### config.mk
export PLATFORM = sky130hd
export DESIGN_NAME = mbt_ctrl
export DESIGN_NICKNAME = d
export VERILOG_FILES = /design/src/rtl/mbt_pkg.sv /design/src/rtl/mbt_ctrl.sv
export SDC_FILE = /design/constraint.sdc
export NUM_CORES = 1
export LEC_CHECK = 0
export BUFFER_PORTS_ARGS = -buffer_cell sky130_fd_sc_hd__buf_2
export CORE_ASPECT_RATIO = 0.8
export CORE_MARGIN = 2
export CORE_UTILIZATION = 45
export CTS_CLUSTER_DIAMETER = 150
export DETAILED_ROUTE_END_ITERATION = 16
export PLACE_DENSITY = 0.79
export SLEW_MARGIN = 5
export SYNTH_ARGS = -nofsm -noshare
export SYNTH_HDL_FRONTEND = slang
export SYNTH_SLANG_ARGS = --single-unit
export TNS_END_PERCENT = 50
### constraint.sdc
create_clock -name clk -period 4 [get_ports clk]
set_clock_uncertainty 0.2 [all_clocks]
set_input_delay 1 -clock clk [delete_from_list [all_inputs] [get_ports clk]]
set_output_delay 1 -clock clk [all_outputs]
set_load 0.02 [all_outputs]
### src/rtl/mbt_pkg.sv
`timescale 1ns / 1ps
package mbt_pkg;

  localparam int MAXN    = 16;
  localparam int SLOTS   = MAXN + 1;
  localparam int W_DEPTH = 3 * SLOTS * MAXN;
  localparam int W_AW    = 10;
  localparam int N_DEPTH = 64;
  localparam int N_AW    = 6;

  localparam logic signed [15:0] ONE_FX = 16'sd4096;

  // item operation codes
  localparam logic [1:0] OP_WEIGHT = 2'd0;
  localparam logic [1:0] OP_INPUT  = 2'd1;
  localparam logic [1:0] OP_TARGET = 2'd2;

  // result kinds
  localparam logic KIND_VALUE = 1'b0;
  localparam logic KIND_DONE  = 1'b1;

  // configuration register indexes
  localparam logic [2:0] CFG_LAYERS = 3'd0;
  localparam logic [2:0] CFG_SIZE0  = 3'd1;
  localparam logic [2:0] CFG_SIZE1  = 3'd2;
  localparam logic [2:0] CFG_SIZE2  = 3'd3;
  localparam logic [2:0] CFG_SIZE3  = 3'd4;
  localparam logic [2:0] CFG_RATE   = 3'd5;

  typedef struct packed {
    logic [2:0]  layer_count;
    logic [4:0]  size0;
    logic [4:0]  size1;
    logic [4:0]  size2;
    logic [4:0]  size3;
    logic [15:0] rate;
  } cfg_t;

  typedef enum logic [4:0] {
    DP_NOP,
    DP_WR_W,
    DP_WR_IN,
    DP_WR_TGT,
    DP_RD,
    DP_ACC_CLR,
    DP_ACC,
    DP_RND,
    DP_ERR,
    DP_DER,
    DP_GRAD,
    DP_GLATCH,
    DP_PRND,
    DP_WUPD,
    DP_TANH_A,
    DP_TANH_B,
    DP_OUT_LD,
    DP_DONE_LD
  } dp_op_t;

  typedef enum logic [2:0] {
    MS_NONE,
    MS_NW,
    MS_WG,
    MS_YY,
    MS_ED,
    MS_NG,
    MS_LP
  } mul_sel_t;

  typedef struct packed {
    dp_op_t             op;
    mul_sel_t           mul;
    logic [W_AW-1:0]    w_addr;
    logic [6:0]         n_addr;
    logic [5:0]         g_addr;
    logic [3:0]         t_idx;
    logic signed [15:0] data;
    logic [3:0]         out_idx;
    logic               out_last;
  } dp_cmd_t;

  typedef struct packed {
    logic out_busy;
  } dp_sts_t;

  // tanh(k/4) in Q.12
  function automatic logic [12:0] tanh_lut(input logic [5:0] k);
    logic [12:0] v;
    case (k)
      6'd0:  v = 13'd0;
      6'd1:  v = 13'd1003;
      6'd2:  v = 13'd1893;
      6'd3:  v = 13'd2602;
      6'd4:  v = 13'd3119;
      6'd5:  v = 13'd3475;
      6'd6:  v = 13'd3707;
      6'd7:  v = 13'd3856;
      6'd8:  v = 13'd3949;
      6'd9:  v = 13'd4006;
      6'd10: v = 13'd4041;
      6'd11: v = 13'd4062;
      6'd12: v = 13'd4076;
      6'd13: v = 13'd4084;
      6'd14: v = 13'd4089;
      6'd15: v = 13'd4091;
      6'd16: v = 13'd4093;
      6'd17: v = 13'd4094;
      6'd18: v = 13'd4095;
      6'd19: v = 13'd4095;
      default: v = 13'd4096;
    endcase
    return v;
  endfunction

endpackage

### src/rtl/mbt_ctrl.sv
`timescale 1ns / 1ps
module mbt_ctrl (
  input  logic               clk,
  input  logic               rst_n,
  input  mbt_pkg::cfg_t      cfg,
  input  logic               in_valid,
  output logic               in_ready,
  input  logic [1:0]         in_operation,
  input  logic [1:0]         in_source_layer,
  input  logic [4:0]         in_source_index,
  input  logic [3:0]         in_dest_index,
  input  logic signed [15:0] in_value,
  input  logic               in_last,
  input  mbt_pkg::dp_sts_t   sts,
  output mbt_pkg::dp_cmd_t   cmd
);
  import mbt_pkg::*;

  typedef enum logic [4:0] {
    S_IDLE,
    S_F_CLR, S_F_RD, S_F_MUL, S_F_ACC, S_F_RND, S_F_TA, S_F_TB,
    S_E_RD, S_E_LD,
    S_G_RD, S_G_ERR,
    S_H_CLR, S_H_RD, S_H_MUL, S_H_ACC, S_H_YRD, S_H_RND,
    S_D_DER, S_D_MUL, S_D_WR,
    S_U_GRD, S_U_GL, S_U_RD, S_U_MUL, S_U_PR, S_U_MULR, S_U_WR,
    S_T_DONE
  } state_t;

  function automatic logic [W_AW-1:0] waddr(input logic [1:0] l, input logic [4:0] s,
                                            input logic [3:0] d);
    logic [5:0] row;
    row = {l, 4'b0000} + {4'b0000, l} + {1'b0, s};
    return {row, d};
  endfunction

  function automatic logic [4:0] fix_size(input logic [4:0] v);
    logic [4:0] r;
    if (v == 5'd0) r = 5'd1;
    else if (v > 5'd16) r = 5'd16;
    else r = v;
    return r;
  endfunction

  state_t      state_r, state_nxt;
  logic [1:0]  l_r, l_nxt;
  logic [3:0]  n_r, n_nxt;
  logic [4:0]  s_r, s_nxt;
  logic [3:0]  k_r, k_nxt;
  dp_cmd_t     cmd_r, cmd_nxt;

  logic [4:0]  sz [4];
  logic [2:0]  lay_n;
  logic [1:0]  lo, lp, ln;
  logic [4:0]  n_inc, k_inc, ns_cur, nd_cur, np_cur;
  logic [4:0]  s_fwd, s_upd;
  logic        in_fire;

  assign sz[0] = fix_size(cfg.size0);
  assign sz[1] = fix_size(cfg.size1);
  assign sz[2] = fix_size(cfg.size2);
  assign sz[3] = fix_size(cfg.size3);
  assign lay_n = (cfg.layer_count < 3'd2) ? 3'd2
               : ((cfg.layer_count > 3'd4) ? 3'd4 : cfg.layer_count);
  assign lo = 2'(lay_n - 3'd1);
  assign lp = l_r - 2'd1;
  assign ln = l_r + 2'd1;
  assign ns_cur = sz[l_r];
  assign nd_cur = sz[ln];
  assign np_cur = sz[lp];
  assign n_inc = {1'b0, n_r} + 5'd1;
  assign k_inc = {1'b0, k_r} + 5'd1;
  // sources run over the real neurons, then the bias slot
  assign s_fwd = (s_r == ns_cur - 5'd1) ? 5'd16 : s_r + 5'd1;
  assign s_upd = (s_r == np_cur - 5'd1) ? 5'd16 : s_r + 5'd1;

  assign in_ready = (state_r == S_IDLE);
  assign in_fire = in_valid && in_ready;
  assign cmd = cmd_r;

  always_comb begin
    state_nxt = state_r;
    l_nxt = l_r;
    n_nxt = n_r;
    s_nxt = s_r;
    k_nxt = k_r;
    cmd_nxt = '0;
    cmd_nxt.op = DP_NOP;
    cmd_nxt.mul = MS_NONE;
    case (state_r)
      S_IDLE: begin
        if (in_fire) begin
          case (in_operation)
            OP_WEIGHT: begin
              if (in_source_layer < 2'd3 && in_source_index <= 5'd16) begin
                cmd_nxt.op = DP_WR_W;
                cmd_nxt.w_addr = waddr(in_source_layer, in_source_index, in_dest_index);
                cmd_nxt.data = in_value;
              end
            end
            OP_INPUT: begin
              if (!in_source_index[4]) begin
                cmd_nxt.op = DP_WR_IN;
                cmd_nxt.n_addr = {2'd0, in_source_index};
                cmd_nxt.data = in_value;
              end
              if (in_last) begin
                l_nxt = 2'd0;
                n_nxt = 4'd0;
                state_nxt = S_F_CLR;
              end
            end
            OP_TARGET: begin
              if (!in_source_index[4]) begin
                cmd_nxt.op = DP_WR_TGT;
                cmd_nxt.t_idx = in_source_index[3:0];
                cmd_nxt.data = in_value;
              end
              if (in_last) begin
                l_nxt = lo;
                n_nxt = 4'd0;
                state_nxt = S_G_RD;
              end
            end
            default: ;
          endcase
        end
      end
      // forward pass
      S_F_CLR: begin
        cmd_nxt.op = DP_ACC_CLR;
        s_nxt = 5'd0;
        state_nxt = S_F_RD;
      end
      S_F_RD: begin
        cmd_nxt.op = DP_RD;
        cmd_nxt.w_addr = waddr(l_r, s_r, n_r);
        cmd_nxt.n_addr = {l_r, s_r};
        state_nxt = S_F_MUL;
      end
      S_F_MUL: begin
        cmd_nxt.mul = MS_NW;
        state_nxt = S_F_ACC;
      end
      S_F_ACC: begin
        cmd_nxt.op = DP_ACC;
        if (s_r == 5'd16) begin
          state_nxt = S_F_RND;
        end else begin
          s_nxt = s_fwd;
          state_nxt = S_F_RD;
        end
      end
      S_F_RND: begin
        cmd_nxt.op = DP_RND;
        state_nxt = S_F_TA;
      end
      S_F_TA: begin
        cmd_nxt.op = DP_TANH_A;
        state_nxt = S_F_TB;
      end
      S_F_TB: begin
        cmd_nxt.op = DP_TANH_B;
        cmd_nxt.n_addr = {ln, 1'b0, n_r};
        if (n_inc < nd_cur) begin
          n_nxt = n_r + 4'd1;
          state_nxt = S_F_CLR;
        end else if (ln == lo) begin
          l_nxt = lo;
          n_nxt = 4'd0;
          state_nxt = S_E_RD;
        end else begin
          l_nxt = ln;
          n_nxt = 4'd0;
          state_nxt = S_F_CLR;
        end
      end
      // emit output layer
      S_E_RD: begin
        cmd_nxt.op = DP_RD;
        cmd_nxt.n_addr = {l_r, 1'b0, n_r};
        state_nxt = S_E_LD;
      end
      S_E_LD: begin
        if (!sts.out_busy) begin
          cmd_nxt.op = DP_OUT_LD;
          cmd_nxt.out_idx = n_r;
          cmd_nxt.out_last = (n_inc == ns_cur);
          if (n_inc == ns_cur) begin
            state_nxt = S_IDLE;
          end else begin
            n_nxt = n_r + 4'd1;
            state_nxt = S_E_RD;
          end
        end
      end
      // output layer gradients
      S_G_RD: begin
        cmd_nxt.op = DP_RD;
        cmd_nxt.n_addr = {l_r, 1'b0, n_r};
        cmd_nxt.t_idx = n_r;
        state_nxt = S_G_ERR;
      end
      S_G_ERR: begin
        cmd_nxt.op = DP_ERR;
        cmd_nxt.mul = MS_YY;
        state_nxt = S_D_DER;
      end
      // hidden gradients
      S_H_CLR: begin
        cmd_nxt.op = DP_ACC_CLR;
        k_nxt = 4'd0;
        state_nxt = S_H_RD;
      end
      S_H_RD: begin
        cmd_nxt.op = DP_RD;
        cmd_nxt.w_addr = waddr(l_r, {1'b0, n_r}, k_r);
        cmd_nxt.g_addr = {ln, k_r};
        state_nxt = S_H_MUL;
      end
      S_H_MUL: begin
        cmd_nxt.mul = MS_WG;
        state_nxt = S_H_ACC;
      end
      S_H_ACC: begin
        cmd_nxt.op = DP_ACC;
        if (k_inc < nd_cur) begin
          k_nxt = k_r + 4'd1;
          state_nxt = S_H_RD;
        end else begin
          state_nxt = S_H_YRD;
        end
      end
      S_H_YRD: begin
        cmd_nxt.op = DP_RD;
        cmd_nxt.n_addr = {l_r, 1'b0, n_r};
        state_nxt = S_H_RND;
      end
      S_H_RND: begin
        cmd_nxt.op = DP_RND;
        cmd_nxt.mul = MS_YY;
        state_nxt = S_D_DER;
      end
      // shared tail: gradient = err * (1 - y^2)
      S_D_DER: begin
        cmd_nxt.op = DP_DER;
        state_nxt = S_D_MUL;
      end
      S_D_MUL: begin
        cmd_nxt.mul = MS_ED;
        state_nxt = S_D_WR;
      end
      S_D_WR: begin
        cmd_nxt.op = DP_GRAD;
        cmd_nxt.g_addr = {l_r, n_r};
        if (n_inc < ns_cur) begin
          n_nxt = n_r + 4'd1;
          state_nxt = (l_r == lo) ? S_G_RD : S_H_CLR;
        end else if (l_r == 2'd1) begin
          l_nxt = lo;
          n_nxt = 4'd0;
          state_nxt = S_U_GRD;
        end else begin
          l_nxt = lp;
          n_nxt = 4'd0;
          state_nxt = S_H_CLR;
        end
      end
      // weight update
      S_U_GRD: begin
        cmd_nxt.op = DP_RD;
        cmd_nxt.g_addr = {l_r, n_r};
        state_nxt = S_U_GL;
      end
      S_U_GL: begin
        cmd_nxt.op = DP_GLATCH;
        s_nxt = 5'd0;
        state_nxt = S_U_RD;
      end
      S_U_RD: begin
        cmd_nxt.op = DP_RD;
        cmd_nxt.w_addr = waddr(lp, s_r, n_r);
        cmd_nxt.n_addr = {lp, s_r};
        state_nxt = S_U_MUL;
      end
      S_U_MUL: begin
        cmd_nxt.mul = MS_NG;
        state_nxt = S_U_PR;
      end
      S_U_PR: begin
        cmd_nxt.op = DP_PRND;
        state_nxt = S_U_MULR;
      end
      S_U_MULR: begin
        cmd_nxt.mul = MS_LP;
        state_nxt = S_U_WR;
      end
      S_U_WR: begin
        cmd_nxt.op = DP_WUPD;
        cmd_nxt.w_addr = waddr(lp, s_r, n_r);
        if (s_r != 5'd16) begin
          s_nxt = s_upd;
          state_nxt = S_U_RD;
        end else if (n_inc < ns_cur) begin
          n_nxt = n_r + 4'd1;
          state_nxt = S_U_GRD;
        end else if (l_r == 2'd1) begin
          state_nxt = S_T_DONE;
        end else begin
          l_nxt = lp;
          n_nxt = 4'd0;
          state_nxt = S_U_GRD;
        end
      end
      S_T_DONE: begin
        if (!sts.out_busy) begin
          cmd_nxt.op = DP_DONE_LD;
          state_nxt = S_IDLE;
        end
      end
      default: state_nxt = S_IDLE;
    endcase
  end

  always_ff @(posedge clk) begin
    if (!rst_n) begin
      state_r <= S_IDLE;
      l_r <= 2'd0;
      n_r <= 4'd0;
      s_r <= 5'd0;
      k_r <= 4'd0;
      cmd_r <= '0;
    end else begin
      state_r <= state_nxt;
      l_r <= l_nxt;
      n_r <= n_nxt;
      s_r <= s_nxt;
      k_r <= k_nxt;
      cmd_r <= cmd_nxt;
    end
  end

  a_src_range: assert property (@(posedge clk) disable iff (!rst_n) s_r <= 5'd16)
    else $error("source counter out of range");

  a_leave_idle: assert property (@(posedge clk) disable iff (!rst_n)
    (state_r != S_IDLE && $past(state_r) == S_IDLE) |-> $past(in_fire))
    else $error("left idle without an item");

  a_grad_layer: assert property (@(posedge clk) disable iff (!rst_n)
    (state_r == S_D_WR || state_r == S_U_WR) |-> l_r != 2'd0)
    else $error("gradient work on input layer");

endmodule
# Word level (Yosys, flattened, before mapping)
# Index checks and enable logic that the tools add are counted.
[word_totals]
ff_bits = 76
inputBits = 73
output_inout_bits = 57
wordCells = 226
[op_classes]
addsub = 17
n_lt_le_gt_ge = 14
n_eq_ne = 56
muxes = 91
bitwise = 5
n_reduce_logical = 29
[ops]
columns = ["op", "count"]
rows = [
  ["$mux W5", 29],
  ["$pmux W5 S28", 1],
  ["$mux W4", 20],
  ["$pmux W5 S15", 1],
  ["$eq A5 B5 Y1 const B", 14],
  ["$pmux W16 S3", 1],
  ["$eq A5 B4 Y1 const B", 8],
  ["$mux W20", 2],
  ["$pmux W10 S4", 1],
  ["$pmux W7 S5", 1],
  ["$mux W16", 2],
  ["$bmux W5 S2", 3],
  ["$pmux W5 S3", 2],
  ["$mux W2", 14],
  ["$logic_not A5 Y1", 5],
  ["$ne A2 B2 Y1 const B", 12],
  ["$eq A5 B3 Y1 const B", 4],
  ["$gt A5 B5 Y1 const B", 4],
  ["$mux W10", 2],
  ["$pmux W4 S5", 1],
  ["$add A6 B2 Y6", 3],
  ["$add A6 B5 Y6", 3],
  ["$pmux W3 S6", 1],
  ["$mux W17", 1],
  ["other kinds (46)", 77],
]

# Longest topological paths before layout
[depth]
word_depth = 11
depth_mapped = 16
mapped_depth_nobuf = 13

# Least setup slack after synthesis
# No wires, ideal clock.
[synth_path]
path_kind = "reg2reg"
start = "reg l_r[1]"
end = "reg l_r[0]"
setup_time_ns = 0.086
t_arrival_ns = 3.961
required_time_ns = 3.714
path_slack_ns = -0.247
stages_incl_launch_ff = 16
n_path_buf = 3
synth_period_minus_slack_ns = 4.247
path_cell_list = "dfxtp_1 buf_2 inv_1 ha_1 clkbuf_1 buf_1 mux4_2 inv_1 ha_1 and4_1 a221o_1 a2111oi_0 or3b_1 o21bai_1 nor2_1 a211oi_1"
[synth_via]
elab_chain_len = 8
word_cells_on_any_way = 23
cone_classes = "add/sub: 1; order compare: 2; eq/ne: 6; mux: 11; bitwise: 2; reduce/logical: 1"
[synth_lines]
columns = ["element", "line", "text"]
rows = [
  ["from (decl)", "mbt_ctrl.sv:46", "logic [1:0] l_r, l_nxt;"],
  ["from (signal assigned)", "mbt_ctrl.sv:335", "l_r <= l_nxt;"],
  ["$add A2 B1 Y2", "mbt_ctrl.sv:67", "assign ln = l_r + 2'd1;"],
  ["$not A2 Y3 (not written as such)", "mbt_ctrl.sv:69", "assign nd_cur = sz[ln];"],
  ["$bmux W5 S2", "mbt_ctrl.sv:69", ""],
  ["$mux W5 (not written as such) (2 in a row)", "mbt_ctrl.sv:69", ""],
  ["$lt A5 B5 Y1", "mbt_ctrl.sv:165", "if (n_inc < nd_cur) begin"],
  ["$ne A2 B2 Y1 (no source line)", "--", ""],
  ["$reduce_and A10 Y1 (no source line)", "--", ""],
]
# Parallel ways exist; a longest one is shown, timed or not. The select of a mux whose other input is x is not followed.
# A chain may end at the register's enable or synchronous reset.

# Worst setup path in the final report
# Ends and elaborated chain as after synthesis.

==> impl_metrics.env <==
export IMPL_vias=5806
export IMPL_synth_area_per_cell_sq_um=7.91
export IMPL_max_cap_viol_count=0
export IMPL_area_growth_pct=21.3
export IMPL_clock_latency_ps=350
export IMPL_arrival_ps=3850
export IMPL_fin_cells=958
export IMPL_synth_edf_count=0
export IMPL_grt_max_degree=41
export IMPL_hp_class="reg2reg"
export IMPL_antenna_found_initial=0
export IMPL_hold_ws_ps=390
export IMPL_grt_use_total_pct=26.0
export IMPL_cts_num_sinks=76
export IMPL_ys_warnings_count=0
export IMPL_final_layout_size_suffix_gt1_share_pct=23.2
export IMPL_crit_type="reg2reg"
export IMPL_synth_nets=797
export IMPL_via_per_inst=6.06
export IMPL_ant_nets=0
export IMPL_dpl_hpwl_microns=12700
export IMPL_syn_area_sq_mm=0.00547
export IMPL_crit_top_cell="ha_1"
export IMPL_drtIter0Drc=969
export IMPL_slowest_delay_ps=490
export IMPL_cellLeakagePower_uw=0.00287
export IMPL_crit_required_ps=4050
export IMPL_timing_worst_slew_pin_value_ps=1120
export IMPL_min_period_ps=3800
export IMPL_synth_ff_type="dfxtp_1"
export IMPL_hold_viol=0
export IMPL_drcViolationCount=0
export IMPL_ys_ff_latch=76
export IMPL_vdd_drop_max_mv=0.215
export IMPL_grt_pass1_wl_microns=26900
export IMPL_critPathBufInv=2
export IMPL_diodes=0
export IMPL_core_area_sq_mm=0.0117
export IMPL_cts_made_buffers=9
export IMPL_synth_top_cell_by_area="dfxtp_1"
export IMPL_htree_levels=3
export IMPL_io_pins=130
export IMPL_power_density_mw_per_mm2=384
export IMPL_dpl_cell_count=942
export IMPL_nets=911
export IMPL_crit_start="l_r[1]"
export IMPL_synth_cell_types=75
export IMPL_cts_setup_buffers=0
export IMPL_fp_dieW_microns=127
export IMPL_dr_pass1_iters=8
export IMPL_seq_area_frac_synth_pct=27.8
export IMPL_netlist_top_cells_area="dfxtp_1, ha_1, nor2_1, xnor2_1, o21ai_0"
export IMPL_wl_per_cell_microns=17.9
export IMPL_fmaxAchievable_mhz=263
export IMPL_rsz0062_at_grt="false"
export IMPL_dieArea_sq_mm=0.0131
export IMPL_cp_start_kind="flop"
export IMPL_clkTransAtPathRegs_ps=70
export IMPL_setup_violations=0
export IMPL_min_from="k_r[0]"
export IMPL_synth_top_area_share_pct=27.8
export IMPL_cts_max_path_buffers=2
export IMPL_critPathTopFamily="compound AO/OA/AOI/OAI gates"
export IMPL_grt_ovfl_total=0
export IMPL_multi_input_area_sq_mm=0.00365
export IMPL_status="finished, final reports clean"
export IMPL_cp_max_fo=8
export IMPL_period_share_pct=95.0
export IMPL_place_gp_congestion=0.947
export IMPL_critPathSlowestCell="ha_1"
export IMPL_cts_tree="built"
export IMPL_num_rows=35
export IMPL_drv_slew=0
export IMPL_io_buffers=113
export IMPL_fill_cells=1041
export IMPL_root_buffer="clkbuf_16"
export IMPL_cp_end_kind="flop"
export IMPL_dieHeight_microns=103
export IMPL_start_util_pct=46.8
export IMPL_routed_wl_microns=17100
export IMPL_r2r_start="l_r[1]"
export IMPL_slew_headroom_pct=25.3
export IMPL_ff_latch_area_sq_mm=0.00152
export IMPL_async_flop_share_pct=0
export IMPL_grt_pass1_vias=5199
export IMPL_synthCells=691
export IMPL_crit_chain="inv_1 > ha_1 > clkinvlp_4 > mux2i_1 > ha_1 > and4_1 > a221o_1 > a2111oi_2 > or3b_1 > o21bai_1 > nor2_1 > a211oi_1"
## cells by family after synthesis
group | share of synthesized area, %
AOI/OAI and AO/OA | 22.9
xor gates and xnor gates | 5.77
adders and majority gates | 8.38
buffers and inverters | 5.58
DFF | 27.8
muxes | 6.16
and+or+nand+nor | 23.4
## synth_stat cells (4+ instances only)
cell and n:
a211oi_1 5, a222oi_1 11, and2b_1 9, nand2_1 57, xnor2_1 28, mux2_2 5, o211ai_1 6, nand4_1 7
a22oi_1 11, o21ai_0 45, xor2_1 8, a31oi_1 7, inv_1 33, a41oi_1 5, nor3_1 15, o21a_1 5
nand3_1 21, ha_1 30, o22ai_1 6, a21o_1 4, and3_1 7, a21oi_1 39, nand2b_1 8, nor2_1 79
o21ai_1 4, mux4_2 8, buf_1 4, nor2b_1 8, o21bai_1 5, dfxtp_1 76, and2_1 23, mux2i_1 10
clkbuf_1 35
## state kept, by name (all words and copies together) (netlist names)
| name | count |
|---|---|
| cmd | 56 |
| s_r | 5 |
| state_r | 5 |
| k_r | 4 |
| n_r | 4 |
| l_r | 2 |
## metal layers
| metal | global-route usage, % | part of all wire, % |
|---|---|---|
| met5 | 0 | 0 |
| met4 | 6.68 | 2.0 |
| met3 | 6.12 | 10 |
| met2 | 41.5 | 45 |
| met1 | 35.9 | 43 |
## cells in the final DEF (no fill, tap or decap), types with 9 or more instances in the layout
master     netlist  final
nand2_1         57     57
nand3_1         21     21
and2b_1          9      9
ha_1            30     30
buf_2            3    113
inv_1           33     33
nor2_1          79     79
clkbuf_16        0      9
dfxtp_1         76     76
a222oi_1        11     11
and2_1          23     23
a22oi_1         11     11
mux2i_1         10     10
nor3_1          15     15
buf_4            1     33
xnor2_1         28     28
o21ai_0         45     45
a21oi_1         39     39
## report_power, final
part           internal [uW]  switching (uW)
combinational            388             513
sequential               776            22.3
clock                    489             358
## what timing repair did
action,CTS,global route
resized for setup,0,2
hold endpoints to repair,0,0
hold buffers,0,0
endpoints found under the setup margin,0,4
## stage by stage
stage / worst slack [ps] / instance area [sq um] / power, uW / utilization, % / setup TNS [ps]
after global placement: -65.6 / 6320 / 1670 / 54.1 / -109
after global routing: 22.6 / 6630 / 2660 / 56.7 / 0
after floorplan: 14.3 / 5470 / 1420 / - / 0
after detailed placement: -159 / 6320 / 1690 / 54.1 / -249
final: 198 / 6630 / 2550 / 56.7 / 0
after CTS: 135 / 6620 / 2520 / 56.6 / 0
## final timing paths
check                           endpoint  cells after the start  slack, ps
worst min register to register    k_r[0]                      2        390
worst max register to register    l_r[0]                     12        200
worst max-delay path              l_r[0]                     12        200
worst min-delay path              k_r[0]                      2        390
## tightest hold or removal path, cell delays in order, from the launching register on
cell and delay [ps]:
dfxtp_1 350, nor2_1 110, o21a_1 100
## cell type report
| class | count | area share [%] |
|---|---|---|
| multi-input cells | 536 | 55.1 |
| clock inverters | 6 | 1.09 |
| repair buffers | 147 | 12.6 |
| inverters | 35 | 2.04 |
| clock buffers | 10 | 3.45 |
| well taps | 148 | 2.79 |
| flip-flops and latches | 76 | 22.9 |
No activity file was read; power rests on OpenSTA's default activity.
